<file path="src/hdl/bpfm_pkg.sv">
package bpfm_pkg;

  localparam int FRAME_COUNT  = 16;
  localparam int PAGE_ID_BITS = 32;
  localparam int PIN_BITS     = 16;
  localparam int FRAME_BITS   = $clog2(FRAME_COUNT);
  localparam int COUNT_BITS   = FRAME_BITS + 1;

  localparam logic [1:0] KIND_FETCH = 2'd0;
  localparam logic [1:0] KIND_UNPIN = 2'd1;
  localparam logic [1:0] KIND_NEW   = 2'd2;

  localparam logic [PIN_BITS-1:0] PIN_MAX = '1;

  typedef logic [FRAME_BITS-1:0]   frame_t;
  typedef logic [PAGE_ID_BITS-1:0] page_t;

  typedef struct packed {
    logic   remove;
    logic   append;
    frame_t frame;
  } lru_cmd_t;

  typedef struct packed {
    logic   we;
    frame_t frame;
    page_t  page;
  } tag_wr_t;

endpackage

</file>
<file path="src/hdl/bpfm_ram.sv">
module bpfm_ram #(
  parameter int WIDTH = 8,
  parameter int DEPTH = 16
) (
  input  logic                     clk,
  input  logic                     we,
  input  logic [$clog2(DEPTH)-1:0] waddr,
  input  logic [WIDTH-1:0]         wdata,
  input  logic [$clog2(DEPTH)-1:0] raddr,
  output logic [WIDTH-1:0]         rdata
);

  logic [WIDTH-1:0] mem [DEPTH];

  always_ff @(posedge clk) begin
    if (we) begin
      mem[waddr] <= wdata;
    end
    rdata <= mem[raddr];
  end

endmodule

</file>
<file path="src/hdl/bpfm_tags.sv">
module bpfm_tags (
  input  logic                    clk,
  input  logic                    rst_n,
  input  bpfm_pkg::tag_wr_t       wr,
  input  bpfm_pkg::page_t         id,
  input  bpfm_pkg::frame_t        rd_frame,
  output logic                    hit,
  output bpfm_pkg::frame_t        hit_frame,
  output bpfm_pkg::page_t         rd_page
);
  import bpfm_pkg::*;

  page_t                  pid_r [FRAME_COUNT];
  logic [FRAME_COUNT-1:0] valid_r;

  always_ff @(posedge clk) begin
    if (!rst_n) begin
      valid_r <= '0;
    end else if (wr.we) begin
      valid_r[wr.frame] <= 1'b1;
    end
  end

  always_ff @(posedge clk) begin
    if (wr.we) begin
      pid_r[wr.frame] <= wr.page;
    end
  end

  // lowest-indexed valid match wins
  always_comb begin
    hit       = 1'b0;
    hit_frame = '0;
    for (int i = FRAME_COUNT - 1; i >= 0; i--) begin
      if (valid_r[i] && pid_r[i] == id) begin
        hit       = 1'b1;
        hit_frame = frame_t'(i);
      end
    end
  end

  assign rd_page = pid_r[rd_frame];

endmodule

</file>
<file path="src/hdl/bpfm_lru.sv">
module bpfm_lru (
  input  logic                    clk,
  input  logic                    rst_n,
  input  bpfm_pkg::lru_cmd_t      cmd,
  output logic                    victim_ok,
  output bpfm_pkg::frame_t        victim
);
  import bpfm_pkg::*;

  frame_t                  pos_r [FRAME_COUNT];
  frame_t                  pos_nxt [FRAME_COUNT];
  logic [FRAME_COUNT-1:0]  inl_r, inl_nxt;
  logic [COUNT_BITS-1:0]   len_r, len_nxt;
  frame_t                  cpos;

  assign cpos    = pos_r[cmd.frame];

  always_comb begin
    victim_ok = 1'b0;
    victim    = '0;
    for (int i = 0; i < FRAME_COUNT; i++) begin
      if (inl_r[i] && pos_r[i] == '0) begin
        victim_ok = 1'b1;
        victim    = frame_t'(i);
      end
    end
  end

  always_comb begin
    pos_nxt = pos_r;
    inl_nxt = inl_r;
    len_nxt = len_r;
    if (cmd.remove && inl_r[cmd.frame]) begin
      for (int i = 0; i < FRAME_COUNT; i++) begin
        if (inl_r[i] && pos_r[i] > cpos) begin
          pos_nxt[i] = pos_r[i] - 1'b1;
        end
      end
      inl_nxt[cmd.frame] = 1'b0;
      len_nxt = len_r - 1'b1;
    end else if (cmd.append && !inl_r[cmd.frame]) begin
      pos_nxt[cmd.frame] = len_r[FRAME_BITS-1:0];
      inl_nxt[cmd.frame] = 1'b1;
      len_nxt = len_r + 1'b1;
    end
  end

  always_ff @(posedge clk) begin
    if (!rst_n) begin
      inl_r <= '0;
      len_r <= '0;
    end else begin
      inl_r <= inl_nxt;
      len_r <= len_nxt;
    end
  end

  always_ff @(posedge clk) begin
    pos_r <= pos_nxt;
  end

endmodule

</file>
<file path="src/hdl/buffer_pool_frame_manager.sv">
// Frame manager for a page buffer pool: tag lookup, pin counts, LRU victim choice.
// An accepted item passes the lookup, update and output states in turn; output waits while a result is held.
// A new item is accepted only in the idle state, once the previous item has left the output state.
// An item may be accepted while the previous result still waits at the output.
// Reset (synchronous, rst_n low) empties the pool, the LRU order and the id counter.
module buffer_pool_frame_manager (
  input  logic        clk,
  input  logic        rst_n,
  input  logic        in_tvalid,
  output logic        in_tready,
  input  logic [39:0] in_tdata,   // page_number[31:0], mark_dirty[32], zero fill
  input  logic [1:0]  in_tuser,   // kind[1:0]
  output logic        out_tvalid,
  input  logic        out_tready,
  output logic [71:0] out_tdata   // success, frame_index[4:1], result_page[36:5],
                                  // write_back[37], write_back_page[69:38],
                                  // read_in[70], became_unpinned[71]
);
  import bpfm_pkg::*;

  typedef enum logic [3:0] {
    ST_IDLE = 4'b0001,
    ST_LOOK = 4'b0010,
    ST_UPD  = 4'b0100,
    ST_OUT  = 4'b1000
  } state_t;

  state_t                state_r, state_nxt;
  logic [1:0]            kind_r;
  page_t                 id_r;
  logic                  dirty_r;
  frame_t                frame_r, frame_nxt;
  logic                  ok_r, ok_nxt;
  logic                  hit_r, hit_nxt;
  logic                  vict_r, vict_nxt;
  logic [COUNT_BITS-1:0] free_r;
  page_t                 newid_r;
  logic [71:0]           res_r, res_nxt;
  logic                  outv_r;
  logic [71:0]           outd_r;

  logic                  t_hit, v_ok;
  frame_t                t_frame, victim, lru_frame;
  page_t                 rd_page;
  tag_wr_t               tag_wr;
  lru_cmd_t              lru_cmd;
  logic                  ram_we;
  logic [PIN_BITS:0]     ram_wdata, ram_rdata;
  frame_t                ram_raddr;
  logic [PIN_BITS-1:0]   pins;
  logic                  modf;

  logic                  is_fetch, is_unpin, is_new;

  assign is_fetch = kind_r == KIND_FETCH;
  assign is_unpin = kind_r == KIND_UNPIN;
  assign is_new   = kind_r == KIND_NEW;

  bpfm_tags u_tags (
    .clk       (clk),
    .rst_n     (rst_n),
    .wr        (tag_wr),
    .id        (id_r),
    .rd_frame  (frame_r),
    .hit       (t_hit),
    .hit_frame (t_frame),
    .rd_page   (rd_page)
  );

  assign lru_frame = (state_r == ST_UPD) ? frame_r : frame_nxt;

  bpfm_lru u_lru (
    .clk       (clk),
    .rst_n     (rst_n),
    .cmd       (lru_cmd),
    .victim_ok (v_ok),
    .victim    (victim)
  );

  bpfm_ram #(.WIDTH(PIN_BITS + 1), .DEPTH(FRAME_COUNT)) u_pins (
    .clk   (clk),
    .we    (ram_we),
    .waddr (frame_r),
    .wdata (ram_wdata),
    .raddr (ram_raddr),
    .rdata (ram_rdata)
  );

  assign ram_raddr = frame_nxt;
  assign pins      = ram_rdata[PIN_BITS-1:0];
  assign modf      = ram_rdata[PIN_BITS];

  assign in_tready  = state_r == ST_IDLE;
  assign out_tvalid = outv_r;
  assign out_tdata  = outd_r;

  // lookup and frame choice
  always_comb begin
    frame_nxt = frame_r;
    ok_nxt    = 1'b0;
    hit_nxt   = 1'b0;
    vict_nxt  = 1'b0;
    if (is_fetch && t_hit) begin
      frame_nxt = t_frame;
      ok_nxt    = 1'b1;
      hit_nxt   = 1'b1;
    end else if (is_unpin) begin
      frame_nxt = t_frame;
      ok_nxt    = t_hit;
      hit_nxt   = t_hit;
    end else if (is_fetch || is_new) begin
      if (!free_r[FRAME_BITS]) begin
        frame_nxt = free_r[FRAME_BITS-1:0];
        ok_nxt    = 1'b1;
      end else if (v_ok) begin
        frame_nxt = victim;
        ok_nxt    = 1'b1;
        vict_nxt  = 1'b1;
      end
    end
  end

  // update step
  always_comb begin
    tag_wr    = '{we: 1'b0, frame: frame_r, page: id_r};
    lru_cmd   = '{remove: 1'b0, append: 1'b0, frame: lru_frame};
    ram_we    = 1'b0;
    ram_wdata = ram_rdata;
    res_nxt   = '0;
    if (state_r == ST_UPD && ok_r) begin
      res_nxt[0]   = 1'b1;
      res_nxt[4:1] = 4'(frame_r);
      res_nxt[36:5] = 32'(id_r);
      if (hit_r && is_fetch) begin
        ram_we    = 1'b1;
        ram_wdata = {modf, (pins != PIN_MAX) ? pins + 1'b1 : pins};
        lru_cmd.remove = 1'b1;
      end else if (hit_r) begin
        if (pins != '0) begin
          ram_we    = 1'b1;
          ram_wdata = {modf | dirty_r, pins - 1'b1};
          if (pins == PIN_BITS'(1)) begin
            lru_cmd.append = 1'b1;
            res_nxt[71]    = 1'b1;
          end
        end
      end else begin
        ram_we         = 1'b1;
        ram_wdata      = {is_new, PIN_BITS'(1)};
        tag_wr.we      = 1'b1;
        tag_wr.page    = is_new ? newid_r : id_r;
        lru_cmd.remove = vict_r;
        res_nxt[36:5]  = 32'(tag_wr.page);
        res_nxt[70]    = is_fetch;
        if (vict_r && modf) begin
          res_nxt[37]    = 1'b1;
          res_nxt[69:38] = 32'(rd_page);
        end
      end
    end
  end

  always_comb begin
    state_nxt = state_r;
    unique case (state_r)
      ST_IDLE: if (in_tvalid) state_nxt = ST_LOOK;
      ST_LOOK: state_nxt = ST_UPD;
      ST_UPD:  state_nxt = ST_OUT;
      ST_OUT:  if (!outv_r || out_tready) state_nxt = ST_IDLE;
      default: state_nxt = ST_IDLE;
    endcase
  end

  always_ff @(posedge clk) begin
    if (!rst_n) begin
      state_r <= ST_IDLE;
      free_r  <= '0;
      newid_r <= '0;
      outv_r  <= 1'b0;
    end else begin
      state_r <= state_nxt;
      if (state_r == ST_UPD && ok_r && !hit_r) begin
        if (!vict_r) free_r <= free_r + 1'b1;
        if (is_new)  newid_r <= newid_r + 1'b1;
      end
      if (state_r == ST_OUT && (!outv_r || out_tready)) begin
        outv_r <= 1'b1;
      end else if (out_tready) begin
        outv_r <= 1'b0;
      end
    end
  end

  always_ff @(posedge clk) begin
    if (in_tvalid && in_tready) begin
      kind_r  <= in_tuser;
      id_r    <= in_tdata[31:0];
      dirty_r <= in_tdata[32];
    end
    if (state_r == ST_LOOK) begin
      frame_r <= frame_nxt;
      ok_r    <= ok_nxt;
      hit_r   <= hit_nxt;
      vict_r  <= vict_nxt;
    end
    if (state_r == ST_UPD) begin
      res_r <= res_nxt;
    end
    if (state_r == ST_OUT && (!outv_r || out_tready)) begin
      outd_r <= res_r;
    end
  end

endmodule
</file>
<file path="config.mk">
export PLATFORM = sky130hd
export DESIGN_NAME = buffer_pool_frame_manager
export DESIGN_NICKNAME = d
export VERILOG_FILES = /design/src/hdl/bpfm_pkg.sv /design/src/hdl/bpfm_ram.sv /design/src/hdl/bpfm_tags.sv /design/src/hdl/bpfm_lru.sv /design/src/hdl/buffer_pool_frame_manager.sv
export SDC_FILE = /design/constraint.sdc
export NUM_CORES = 2
export LEC_CHECK = 0
export ABC_AREA = 1
export BUFFER_PORTS_ARGS = -buffer_cell sky130_fd_sc_hd__clkbuf_2
export CAP_MARGIN = 10
export CORE_MARGIN = 1
export CORE_UTILIZATION = 50
export CTS_BUF_LIST = sky130_fd_sc_hd__clkbuf_8
export DETAILED_ROUTE_END_ITERATION = 16
export PLACE_DENSITY = 0.68
export SLEW_MARGIN = 0
export SYNTH_ARGS = -nofsm -noshare
export SYNTH_HDL_FRONTEND = slang
export SYNTH_SLANG_ARGS = --single-unit
</file>
<file path="constraint.sdc">
create_clock -name clk -period 8.6 [get_ports clk]
set_input_delay 0.86 -clock clk [delete_from_list [all_inputs] [get_ports clk]]
set_output_delay 0.86 -clock clk [all_outputs]
set_load 0.02 [all_outputs]
</file>
### Word level (Yosys, flattened, before mapping)

Memories as Yosys holds them, arrays and structs flattened. A register that Yosys moved wholly into a read port is not among the register bits.
Cells that the tools add are included.
W data, S select, Z words.

| word-level totals | value |
|---|---|
| flip-flop bits (word level) | 297 |
| input port bits | 46 |
| bits in writable memories | 784 |
| logic and storage cells | 386 |
| memories kept | 2 |

Memories:

| name | depth | bits a word | rd ports | clocked after Yosys merged registers in | write ports | RTL line | text |
|---|---|---|---|---|---|---|---|
| u_tags.pid_r | 16 | 32 | 17 | 1 | 1 | bpfm_tags.sv:13 | `page_t pid_r [FRAME_COUNT];` |
| u_pins.mem | 16 | 17 | 1 | 1 | 1 | bpfm_ram.sv:13 | `logic [WIDTH-1:0] mem [DEPTH];` |

| operators by class | value |
|---|---|
| bitwise gates (word level) | 11 |
| mux-type cells | 144 |
| reductions and logical operators | 108 |
| eq/ne operators | 42 |
| magnitude comparators | 22 |
| add/sub/neg operators | 22 |

Operator list:

| kind | number |
|---|---|
| $eq A32 B32 Y1 | 16 |
| $mux W4 | 51 |
| $mux W32 | 6 |
| $mux W64 | 2 |
| $mux W17 | 4 |
| $bwmux W64 | 1 |
| $gt A4 B4 Y1 | 16 |
| $logic_not A4 Y1 | 16 |
| $sub A4 B1 Y4 const B | 16 |
| $mux W1 | 62 |
| $logic_and A1 B1 Y1 | 60 |
| $mux W16 | 3 |
| $reduce_and A2 Y1 | 19 |
| $ne A2 B2 Y1 const B | 17 |
| $add A32 B1 Y32 const B | 1 |
| $or A16 B16 Y16 | 2 |
| $add A16 B1 Y16 const B | 1 |
| $and A16 B16 Y16 | 1 |
| $bmux W4 S4 | 1 |
| $demux W4 S4 | 1 |
| $eq A16 B1 Y1 const B | 1 |
| $ne A16 B16 Y1 const B | 1 |
| $not A16 Y16 | 1 |
| $pmux W4 S4 | 1 |
| 30 further kinds | 49 |

### Longest topological paths before layout

| logic depth | value |
|---|---|
| depth after elaboration | 32 |
| depth in mapped cells | 47 |
| depth with buffers taken out | 43 |

### Modules after synthesis

Synthesis repeated with hierarchy kept, for this count alone.

| unflattened totals | value |
|---|---|
| cells, all modules | 5846 |
| area, all modules | 56615.5 µm² |

By module, submodules not included:

| module | times used | area an instance (µm²) | seq. area each (µm²) | cells an instance |
|---|---|---|---|---|
| bpfm_tags | 1 | 27279.9 | 15695.1 | 2772 |
| bpfm_ram | 1 | 12027.8 | 8508.2 | 1139 |
| buffer_pool_frame_manager | 1 | 10428.8 | 6426.2 | 1103 |
| bpfm_lru | 1 | 6879.1 | 2322.2 | 832 |

### Worst setup path after synthesis

OpenSTA, ideal clock, no wires.

| timing path | value |
|---|---|
| path kind | input-to-reg |
| start | in out_tready |
| end | reg outd_r[0] (netlist: out_tdata[0]), enable pin |
| required time | 7.920 ns |
| path buffers | 0 |
| cell stages on the path | 2 |
| path slack | 0.212 ns |
| library setup time | 0.680 ns |
| arrival | 7.708 ns |
| path through | nor2_1 nor4_1 |

| on the way | value |
|---|---|
| cells in the longest elaborated chain, start to end | 2 |

Ends and longest elaborated chain:

| item | RTL line | text |
|---|---|---|
| from (decl) | buffer_pool_frame_manager.sv:14 | `input logic out_tready,` |
| $logic_or A1 B1 Y1 | buffer_pool_frame_manager.sv:209 | `if (state_r == ST_OUT && (!outv_r \|\| out_tready)) begin` |
| $logic_and A1 B1 Y1 | buffer_pool_frame_manager.sv:209 |  |
| to (signal assigned) | buffer_pool_frame_manager.sv:210 | `outd_r <= res_r;` |
| to (decl) | buffer_pool_frame_manager.sv:40 | `logic [71:0] outd_r;` |

Every way passes these cells.
A chain may end at the register's enable or synchronous reset.

### Final worst setup path

| timing path | value |
|---|---|
| start | reg id_r[25] |
| end | reg u_lru.pos_r[50] in the netlist's numbering, enable pin |

| on the way | value |
|---|---|
| cells in the longest elaborated chain, start to end | 29 |

Ends and longest elaborated chain:

| item | RTL line | text |
|---|---|---|
| from (decl) | buffer_pool_frame_manager.sv:30 | `page_t id_r;` |
| from (signal assigned) | buffer_pool_frame_manager.sv:197 | `id_r <= in_tdata[31:0];` |
| $eq A32 B32 Y1 | bpfm_tags.sv:35 | `if (valid_r[i] && pid_r[i] == id) begin` |
| $logic_and A1 B1 Y1 | bpfm_tags.sv:35 |  |
| $mux W4 or $mux W1 (tied branches) (16 in series) | bpfm_tags.sv:35 |  |
| $mux W4 or $logic_and A1 B1 Y1 (tied branches) | buffer_pool_frame_manager.sv:107, buffer_pool_frame_manager.sv:103 |  |
| $mux W4 * | buffer_pool_frame_manager.sv:103 | `if (is_fetch && t_hit) begin` |
| $mux W4 * | buffer_pool_frame_manager.sv:70 | `assign lru_frame = (state_r == ST_UPD) ? frame_r : frame_nxt;` |
| $not A4 Y5 (implied by the code) | bpfm_lru.sv:16 | `assign cpos = pos_r[cmd.frame];` |
| $bmux W4 S4 | bpfm_lru.sv:16 |  |
| $mux W4 (implied by the code) (2 in series) | bpfm_lru.sv:16 |  |
| $gt A4 B4 Y1 | bpfm_lru.sv:35 | `if (inl_r[i] && pos_r[i] > cpos) begin` |
| $logic_and A1 B1 Y1 | bpfm_lru.sv:35 |  |
| $ne A2 B2 Y1 (no source line) | n/a |  |
| $reduce_and A2 Y1 (no source line) * | n/a |  |
| to (signal assigned) | bpfm_lru.sv:59 | `pos_r <= pos_nxt;` |
| to (decl) | bpfm_lru.sv:10 | `frame_t pos_r [FRAME_COUNT];` |

Mark *: on every way between the ends. The rest lies on a longest branch, timed or not. The select of a mux whose other input is x is not followed.

==> impl_metrics.yaml <==
grt:
  grt_pass1_vias: 40650
  grt.met2_usage_pct: 54.07
  top_usage_layer: "met2"
  grt_max_degree: 150
  antenna_found_initial: 8
  use_met3_pct: 7.735
  grtUsageMet1_pct: 46.86
  grt_overflow_total: 0
  grt_first_pass_wirelength_um: 283600
  grt_usage_pct: 35.97
placement:
  io_buffers: 112
  globalplace.congestion: 1.008
  dp.final_hpwl_um: 134200
sta:
  hold_viol_final: 0
  finalCritPeriodShare_pct: 88.65
  worst_pin_slew_ns: 1.350
  setup_tns_ns: 0
  finalMaxSlewViolations: 0
  setup_viol: 0
  skew_ns: 0.04569
  finalCriticalPeriod_ns: 7.624
  rsz0062_at_grt: "no"
  clock.fmax_ghz: 0.1312
  max_slew_margin_pct: 9.967
yosys:
  synth_top_area_share_pct: 57.19
  synth_top_cell_by_area: "edfxtp_1"
  synth_area_per_cell_um2: 10.82
  syn_area_um2: 54290
  yosysUniqueCellTypes: 67
  ys_ff_latch: 1129
  synth_edf_count: 1034
  syn_inst: 5016
  synthesis.nets: 5166
  synth_seq_area_share_pct: 60.69
  synth_ff_type: "edfxtp_1"
  yosys_warnings: 0
  synthTopCellsByArea: "edfxtp_1 (57%), nand2_1 (6.1%), dfxtp_1 (3.5%), o21ai_0 (2.9%), inv_1 (2.5%)"
  yosys-top-cells-count: "edfxtp_1 (1034), nand2_1 (883), inv_1 (366)"
  synthArstFlopShare_pct: 0
  synth.most_common_cell: "edfxtp_1"
setup_path:
  critPathSlowestCell: "edfxtp_1"
  rrSetupSlack_ns: 0.98
  cp_max_fo: 36
  cp_data_required_time_ns: 9.11
  cp.arrival_ns: 8.14
  end_kind: "register"
  crit_type: "reg2reg"
  slowest_delay_ns: 0.82
  cp-start-kind: "register"
routing:
  wl_um: 201000
  via_per_inst: 6.371
  postRouteAntennaNets: 0
  vias: 42990
  drt-initial-drc-count: 6391
  drc: 0
  routedWlPerCell_um: 29.79
  first_pass_iters: 6
floorplanning:
  die_height_um: 331.5
  die_area_um2: 109900
  fp.dieW_um: 331.5
  core-area_um2: 107400
  io_pins: 120
  rows: 120
  start_util_pct: 50.57
pwr:
  pwr-share-seq_pct: 50.1
  power_frac_clock_pct: 38.5
  power_mw: 12.55
  p_sw_share_pct: 27.74
  power.internal_mw: 9.070
  switching_power_mw: 3.481
  leakage_nw: 21.82
  pwr-share-comb_pct: 11.4
  irDropWorstVdd_uv: 142.1
  power_density_nw_per_um2: 207.7
final_layout:
  drive_above_1_share_pct: 14.94
  nNetsFinal: 5332
  area_delta_synth_final_pct: 11.33
clock_network:
  tritoncts: "yes"
  clkTransAtPathRegs_ns: 0.06
  cts_made_buffers: 187
  post_cts_buffers: 0
  root_buffer: "clkbuf_8"
  postCtsHoldBufs: 0
  clock_latency_ns: 0.91
  cts_resized: 0
  clk_path_buf_depth: 3
  cts_max_level: 4
  cts_sinks: 1129
min_path:
  hp-class: "in2reg"
job:
  drv_cap: 0
run_status:
  status: "finished clean"
## flip-flops by register name, indices dropped and copies added (netlist names), named ones only
register and cells:
out_tdata 72, ok_r 1, newid_r 32, dirty_r 1, u_tags.pid_r 512, kind_r 2
hit_r 1, u_tags.valid_r 16, state_r 4, u_pins.rdata 17, free_r 5, u_pins.mem 272
res_r 72, u_lru.len_r 4, id_r 32, frame_r 4, vict_r 1, u_lru.pos_r 64
out_tvalid 1
## power by group through the flow
stage	clock (mW)	sequential [mW]	combinational, mW
after global placement	0	6.40	1.35
after CTS	4.87	6.28	1.38
after floorplan	0	6.32	0.836
after detailed placement	0	6.40	1.37
final	4.83	6.29	1.44
after global routing	5.10	6.29	1.50
## worst max-delay path: cells and delay by family (launching register included)
kind	cells	cell delay [ns]
and+or+nand+nor	16	3.13
buffers and inverters	4	1.49
adders and majority gates	1	0.28
AOI/OAI and AO/OA	7	1.46
DFF	1	0.82
## layout make-up
cell class | count | area (um2)
flip-flops and latches | 1129 | 32950
diodes | 3 | 7.507
repair buffers | 244 | 1597
clock inverters | 146 | 1008
multi-input cells | 3209 | 18770
inverters | 411 | 1569
fillers | 9186 | 46910
clock buffers | 202 | 2780
well taps | 1403 | 1755
## cell families (layout without fill, tap and decap cells)
| logic type | count (synthesis) | after routing | share of synthesized area (%) |
|---|---|---|---|
| simple gates | 1716 | 1716 | 13.56 |
| flops | 1129 | 1129 | 60.69 |
| compound gates | 1099 | 1099 | 12.82 |
| buf+inv | 678 | 1003 | 5.340 |
| xor+xnor | 182 | 182 | 2.936 |
| mux | 108 | 108 | 2.240 |
| fa+ha+maj | 104 | 104 | 2.411 |
| other cells | 0 | 3 | 0 |
## routing by layer
metal | vias up | share of wire [%]
met5 | - | 0.015
met4 | 4 | 7.6
met3 | 636 | 11
met2 | 3003 | 44
met1 | 20820 | 37
li1 | 18520 | -
## worst paths after layout
kind | startpoint | end | depth (start not counted)
setup / recovery | id_r[25] | u_lru.pos_r[50] | 28
hold / removal | in_tdata[29] | id_r[29] | 1
setup reg to reg | id_r[25] | u_lru.pos_r[50] | 28
hold reg to reg | res_r[24] | out_tdata[24] | 0
## per-stage QoR
| step | std cells | utilization (%) | hold slack, ns | instance area [um2] | worst slack (ns) |
|---|---|---|---|---|---|
| 3_5_place_dp | 6394 | 52.73 | 0.4045 | 56610 | 1.286 |
| 2_1_floorplan | 5016 | - | 0.4003 | 54290 | 0.2122 |
| 4_1_cts | 6742 | 56.26 | 0.08684 | 60400 | 1.241 |
| 6_report | 6747 | 56.30 | 0.1368 | 60440 | 0.9762 |
| 5_1_grt | 6747 | 56.30 | 0.1042 | 60440 | 0.6941 |
| 3_3_place_gp | 6394 | 52.73 | 0.4029 | 56610 | 1.409 |
## placed cells by master (no fill, tap or decap), drive strengths merged, types with 6 or more instances in the layout
cell / count
a21oi: 168
nor4: 40
xnor2: 93
o221ai: 47
o21ai: 369
a22o: 15
edfxtp: 1034
a211oi: 12
clkbuf: 314
buf: 132
bufinv: 11
nor2: 358
xor2: 89
nand2: 896
nand3: 230
o211ai: 26
a221oi: 53
ha: 103
clkinvlp: 6
or2: 40
o21a: 7
nand4: 62
a41oi: 32
a22oi: 176
inv: 469
clkinv: 71
o22ai: 173
nor3: 76
mux2: 108
a31oi: 8
dfxtp: 95
Note: power is estimated with default switching activity, not from simulation.
